### config.mk
export PLATFORM = sky130hd
export DESIGN_NAME = cap_mac
export DESIGN_NICKNAME = d
export VERILOG_FILES = /design/src/sv/cap_pkg.sv /design/src/sv/cap_mac.sv
export SDC_FILE = /design/constraint.sdc
export NUM_CORES = 1
export LEC_CHECK = 0
export BUFFER_PORTS_ARGS = -buffer_cell sky130_fd_sc_hd__buf_2
export CORE_UTILIZATION = 60
export DETAILED_ROUTE_END_ITERATION = 16
export MAX_ROUTING_LAYER = met4
export PLACE_DENSITY = 0.77
export SYNTH_ARGS = -nofsm -noshare
export SYNTH_HDL_FRONTEND = slang
export SYNTH_SLANG_ARGS = --single-unit
### constraint.sdc
create_clock -name i_clk -period 11.3 [get_ports i_clk]
set_clock_uncertainty 0.2 [all_clocks]
set_input_delay 2.825 -clock i_clk [delete_from_list [all_inputs] [get_ports i_clk]]
set_output_delay 2.825 -clock i_clk [all_outputs]
set_load 0.02 [all_outputs]
### src/sv/cap_pkg.sv
// ----------------------------------------------------------------------------
// cap_pkg - shared types and constants of the comb/allpass reverb
// Sample and coefficient types, register codes, sequencer states, the
// multiply-accumulate command and the output saturation function.
// ----------------------------------------------------------------------------
`default_nettype none

package cap_pkg;

    localparam int SAMPLE_W   = 24;
    localparam int COEF_W     = 16;
    localparam int CFG_IDX_W  = 8;
    localparam int CFG_DATA_W = 16;

    // Position counters cover the largest line lengths allowed
    localparam int COMB_PW = 11;
    localparam int AP_PW   = 10;
    localparam int NUM_COMB = 4;
    localparam int NUM_AP   = 2;

    // Multiply-accumulate datapath
    localparam int MUL_A_W = 24;
    localparam int MUL_B_W = 18;
    localparam int BIAS_W  = 25;
    localparam int FRAC_W  = 16;
    localparam int ACC_W   = 44;
    localparam int SUM_W   = 26;

    typedef logic signed [SAMPLE_W-1:0] t_sample;
    typedef logic [COEF_W-1:0]          t_coef;

    localparam t_sample SAMPLE_MAX = {1'b0, {(SAMPLE_W-1){1'b1}}};
    localparam t_sample SAMPLE_MIN = {1'b1, {(SAMPLE_W-1){1'b0}}};

    localparam logic signed [MUL_B_W-1:0] Q16_ONE  = 18'sd65536;
    localparam logic signed [MUL_B_W-1:0] Q16_HALF = 18'sd32768;

    // Register indexes
    localparam logic [CFG_IDX_W-1:0] CFG_ENABLE     = 8'd0;
    localparam logic [CFG_IDX_W-1:0] CFG_ROOM_GAIN  = 8'd1;
    localparam logic [CFG_IDX_W-1:0] CFG_DAMP_COEFF = 8'd2;
    localparam logic [CFG_IDX_W-1:0] CFG_WET_MIX    = 8'd3;

    // Register reset values
    localparam logic  RST_ENABLE     = 1'b1;
    localparam t_coef RST_ROOM_GAIN  = 16'd45875;
    localparam t_coef RST_DAMP_COEFF = 16'd22938;
    localparam t_coef RST_WET_MIX    = 16'd19661;

    typedef enum logic [4:0] {
        ST_CLEAR,
        ST_IDLE,
        ST_PASS,
        ST_C_RD,
        ST_C_MUL0,
        ST_C_MUL1,
        ST_C_DAMP,
        ST_C_FB,
        ST_C_WR,
        ST_SUM,
        ST_A_RD,
        ST_A_MUL0,
        ST_A_WR,
        ST_A_OUT,
        ST_M_MUL0,
        ST_M_MUL1,
        ST_DONE
    } t_state;

    // One command to the shared multiply-accumulate unit.
    // load: acc = bias * 2^16 + 2^15 + ma * mb, else acc = acc + ma * mb.
    typedef struct packed {
        logic                        en;
        logic                        load;
        logic signed [BIAS_W-1:0]    bias;
        logic signed [MUL_A_W-1:0]   ma;
        logic signed [MUL_B_W-1:0]   mb;
    } t_mac_op;

    // Clamp the integer part of the accumulator to the sample range
    function automatic t_sample f_sat(input logic signed [ACC_W-FRAC_W-1:0] v);
        logic [ACC_W-FRAC_W-SAMPLE_W:0] top;
        top = v[ACC_W-FRAC_W-1:SAMPLE_W-1];
        if ((&top) || !(|top)) begin
            f_sat = t_sample'(v[SAMPLE_W-1:0]);
        end else if (v[ACC_W-FRAC_W-1]) begin
            f_sat = SAMPLE_MIN;
        end else begin
            f_sat = SAMPLE_MAX;
        end
    endfunction

endpackage

`default_nettype wire

### src/sv/cap_mac.sv
// ----------------------------------------------------------------------------
// cap_mac - shared multiply-accumulate unit
// Signed 24x18 multiplier with a 44-bit accumulator, rounded and saturated.
// ----------------------------------------------------------------------------
`default_nettype none

module cap_mac (
    input  logic             i_clk,
    input  cap_pkg::t_mac_op i_op,
    output cap_pkg::t_sample o_result
);
    import cap_pkg::*;

    localparam logic signed [ACC_W-1:0] RND_HALF = ACC_W'(1) <<< (FRAC_W - 1);

    logic signed [MUL_A_W+MUL_B_W-1:0] w_prod;
    logic signed [ACC_W-1:0]           w_base;
    logic signed [ACC_W-1:0]           n_acc;
    logic signed [ACC_W-1:0]           r_acc;

    always_comb begin
        w_prod = i_op.ma * i_op.mb;
        if (i_op.load) begin
            w_base = (ACC_W'(i_op.bias) <<< FRAC_W) + RND_HALF;
        end else begin
            w_base = r_acc;
        end
        n_acc = w_base + ACC_W'(w_prod);
    end

    always_ff @(posedge i_clk) begin
        if (i_op.en) begin
            r_acc <= n_acc;
        end
    end

    // Floor shift of the biased sum gives round half up
    assign o_result = f_sat(r_acc[ACC_W-1:FRAC_W]);

endmodule

`default_nettype wire

---- Word-level counts from Yosys, hierarchy flattened ----
Index checks and enable logic that the tools add are counted.
cells by class
  $add $sub $neg .......................... 2
  muxes and demuxes ....................... 3
  $mul .................................... 1
  reductions and logical operators ........ 4
operators by type and width
  cell                                                               count
  24-bit two-way mux                                                 2
  44-bit by 42-bit adder with 44-bit output                          1
  44-bit two-way mux                                                 1
  41-bit by 17-bit adder with 42-bit output (second input constant)  1
  24-bit by 18-bit multiplier with 42-bit output                     1
  5-bit AND reduction                                                1
  5-bit OR reduction                                                 1
  1-bit zero test                                                    1
  1-bit logical OR                                                   1
word-level totals
  input bits .............................. 70
  output and inout bits ................... 24
  register bits ........................... 44

---- Longest topological paths before layout ----
  depth in word-level cells ............... 4
  depth in mapped cells ................... 25
  gate-level depth less buffers ........... 23

---- Worst setup path before layout ----
OpenSTA, ideal clock, no wires.
  kind .................................... input to register
  from .................................... input port i_op[41] (netlist bit)
  to ...................................... register r_acc[41], data pin
  setup slack ............................. 1.859 ns
  stages .................................. 21
  data required time ...................... 10.840 ns
  arrival time ............................ 8.980 ns
  cells stage by stage .................... clkbuf_1 clkbuf_1 nand2_1 fa_1 inv_1 fa_1 inv_1 fa_1 inv_1 fa_1 fa_1 fa_1 ha_1 ha_1 nand2_1 or3_1 nor3_1 o21ai_0 a21boi_0 mux2i_1 nand2_1
between the ends
  word-level cells in the longest chain between the ends .. 2
RTL lines
  item                                            RTL line       source
  start: declaration                              cap_mac.sv:9   input cap_pkg::t_mac_op i_op,
  24-bit by 18-bit multiplier with 42-bit output  cap_mac.sv:22  w_prod = i_op.ma * i_op.mb;
  44-bit by 42-bit adder with 44-bit output       cap_mac.sv:28  n_acc = w_base + ACC_W'(w_prod);
  via n_acc[41]                                   cap_mac.sv:18  logic signed [ACC_W-1:0] n_acc;
  end signal: assignment                          cap_mac.sv:33  r_acc <= n_acc;
  end: declaration                                cap_mac.sv:19  logic signed [ACC_W-1:0] r_acc;
The timed path passes the listed nets, and every way through them passes these cells.
A chain may end at the register's enable or synchronous reset.

---- Final worst setup path ----
  from .................................... input port i_op[0] (netlist bit)
  to ...................................... register r_acc[41], data pin
The elaborated chain is that of the path after synthesis.

==> key figures <==
Outcome
  – Result of the run: finished with violations
  – Violated checks: DRC

Timing
  – Max Freq: 0.103 GHz
  – Final clock period utilization by the worst path: 86.1%
  – Slew at the pin closest to its max-slew limit: 1.13 ns
  – RSZ-0062 raised after global routing: no
  – Worst slack on hold paths: 0.489 ns
  – Count of final max-slew check failures: 0
  – Sum of negative setup slack: 0 ns
  – Final setup viols: 0
  – Final hold violations: 0
  – Fin crit period: 9.73 ns
  – Headroom to the max-slew limit: 24.8%
  – Worst setup slack after layout: 1.57 ns

Routing
  – Number of violations reported at the end of detailed-routing iteration 0: 755
  – Aggregate routed wire length: 45900 um
  – Average via count per standard cell: 5.62
  – Number of detailed-route iterations in the first pass: 11
  – Residual DRC: 5
  – DR vias: 13.4k
  – Post-detailed-route wirelength per cell: 19.3 um
  – ANT nets after route: 0

Synth
  – Top cell types by occurrence after synthesis: 477 x fa_1, 458 x inv_1, 219 x nand2_1
  – Post-synth EDFFs: 44
  – Cells after Synth: 1966
  – Count of cell types in the netlist: 61
  – Flip-flop and latch count after synthesis: 44
  – Count leader, synth: fa_1
  – Synth Net Count: 2641
  – Top flip-flop cell by instance count after synthesis: edfxtp_1
  – Area share of the largest cell type after synthesis: 50.3%
  – Synth top area cells: fa_1 50%, inv_1 9.1%, ha_1 8.4%, and2_1 7.0%, edfxtp_1 7.0%
  – Netlist Area Pre-Place: 19000 um2
  – Ys async rst share: 0%
  – Register area share after synthesis: 6.96%
  – Largest area contributor in the synthesized netlist: fa_1
  – Per-instance average area after synthesis: 9.65 um2
  – Number of warnings reported in the yosys synthesis log: 0

Finish
  – Registers with the most flip-flops: r_acc x44
  – ANT cells: 0
  – Cell area after layout: 19800 um2
  – Share of final-layout standard cells stronger than drive strength 1: 6.20%
  – Signed area change from the synthesized netlist to the final layout: 4.25%
  – Largest reg by FF count: r_acc
  – Number of nets in the finished design: 2659
  – Number of flip-flops under the largest register name: 44

Floorplan
  – Vertical die dimension: 180 um
  – Initial core utilization: 61.6%
  – Area of the die: 32300 um2
  – Placement row count: 64
  – Number of primary I/O pins: 94
  – Standard cell core area: 30800 um2
  – Die span in x: 180 um

Clock tree
  – Max clock buf depth: 2
  – Master cell of the clock root buffer: clkbuf_16
  – Number of H-tree branching levels: 2
  – CTS tree: yes
  – Count of buffers added by post-CTS timing repair for setup: 0
  – Clk sink count: 44
  – Clock slew at the register clock pins of the worst setup and hold paths: 0.07 ns
  – Post-CTS Resized: 0
  – Cts bufs inserted: 5
  – Worst-skew pair later-pin latency: 0.29 ns
  – Hold-fix buffer count after cts: 0

Global routing
  – Global-route wire length before repair: 76000 um
  – Overall routing resource usage: 31.3%
  – Pin count of the biggest net entering global routing: 45
  – Sum of overflow across all layers after global routing: 0
  – Number of antenna violations at the first check in global routing: 0
  – Number of global-route vias before repair: 14.9k

Place
  – Number of I/O port buffers: 93
  – RePlAce Congestion: 0.966
  – Pre-CTS WS: 1.32 ns
  – Post-place instance area: 19600 um2
  – HPWL reported at the end of detailed placement: 39100 um

Critical path
  – Kind of launch point of the worst setup path: input pin
  – Worst-path maximum fanout: 24
  – CP Capture Type: flop
  – Crit path required time: 11.14 ns
  – Classification of the worst setup path: input pin to flop
  – Data arrival time of the worst path: 9.57 ns

Worst hold path
  – Min-Delay Path Class: flop to flop

Run
  – Max-cap violations: 0
## cell usage in the layout, fill, tap and decap left out, types with 2 or more instances in the layout
cell / Yosys / layout
fa_1: 477 / 477
inv_1: 458 / 458
nand2_1: 219 / 219
and2_1: 212 / 212
ha_1: 128 / 128
buf_2: 0 / 93
nor2_1: 48 / 48
a21oi_1: 45 / 45
edfxtp_1: 44 / 44
a21o_1: 37 / 37
xnor2_1: 35 / 35
mux2i_1: 25 / 25
o21ai_0: 21 / 21
nand2b_1: 20 / 20
nor3_1: 13 / 13
nand3_1: 12 / 12
xor2_1: 11 / 11
nand4_1: 8 / 8
o21bai_1: 7 / 7
nor2b_1: 6 / 6
clkbuf_16: 0 / 5
mux2_2: 4 / 4
o21ai_1: 4 / 4
o31ai_1: 3 / 3
or3_1: 3 / 3
a31oi_1: 3 / 3
buf_4: 4 / 3
o21a_1: 2 / 2
nor4_1: 2 / 2
nand3b_1: 2 / 2
o31a_1: 2 / 2
a21boi_0: 2 / 2
## worst paths after layout
path,from,endpoint,slack [ns],cells past startpoint
max,i_op[0],r_acc[41],1.57,20
min reg2reg,r_acc[0],r_acc[0],0.49,2
max reg2reg,r_acc[16],r_acc[42],5.34,15
min,r_acc[0],r_acc[0],0.49,2
## worst max-delay path: stages
cell and delay [ns]:
buf_2 0.37, nand2_1 0.22, fa_1 0.62, inv_1 0.14, fa_1 0.55, inv_1 0.50
fa_1 0.53, inv_1 0.09, fa_1 0.45, fa_1 0.59, fa_1 0.46, ha_1 0.30
ha_1 0.36, nand2_1 0.11, or3_1 0.41, nor3_1 0.21, o21ai_0 0.19, a21boi_0 0.34
mux2i_1 0.23, nand2_1 0.06
## stage by stage
stage          utilization (%)  instances
4_1_cts                   64.2       2381
6_report                  64.2       2381
3_3_place_gp              63.6       2373
2_1_floorplan                -       1966
5_1_grt                   64.2       2381
3_5_place_dp              63.6       2373
## kinds of logic (layout without fill, tap and decap cells)
group,count (synthesis),after routing,synth area share (%)
fa+ha+maj,605,605,58.7
simple gates,554,554,14.7
buf+inv,543,562,10.9
compound gates,145,145,5.02
xor+xnor,46,46,2.12
flops,44,44,6.96
mux,29,29,1.56
## routing by layer
layer	GRT usage [%]	vias to the layer above	routed length (um)
li1	-	5845	-
met5	-	-	0
met1	35.7	6944	16500
met4	15.2	0	2490
met2	55.5	459	24800
met3	2.82	130	2180
## area by class of cell
cell class                      instances  area (um2)
Sequential cell                        44        1320
Inverter                              458        1720
Fill cell                            2516       11000
Tap cell                              396         495
Clock buffer                            5         125
Multi-Input combinational cell       1379       15600
Timing Repair Buffer                   96         488
Clock inverter                          3        46.3
Power is left out: the tool's default activity adds up to more than one toggle a clock period on the data nets, which glitch-free logic cannot reach.
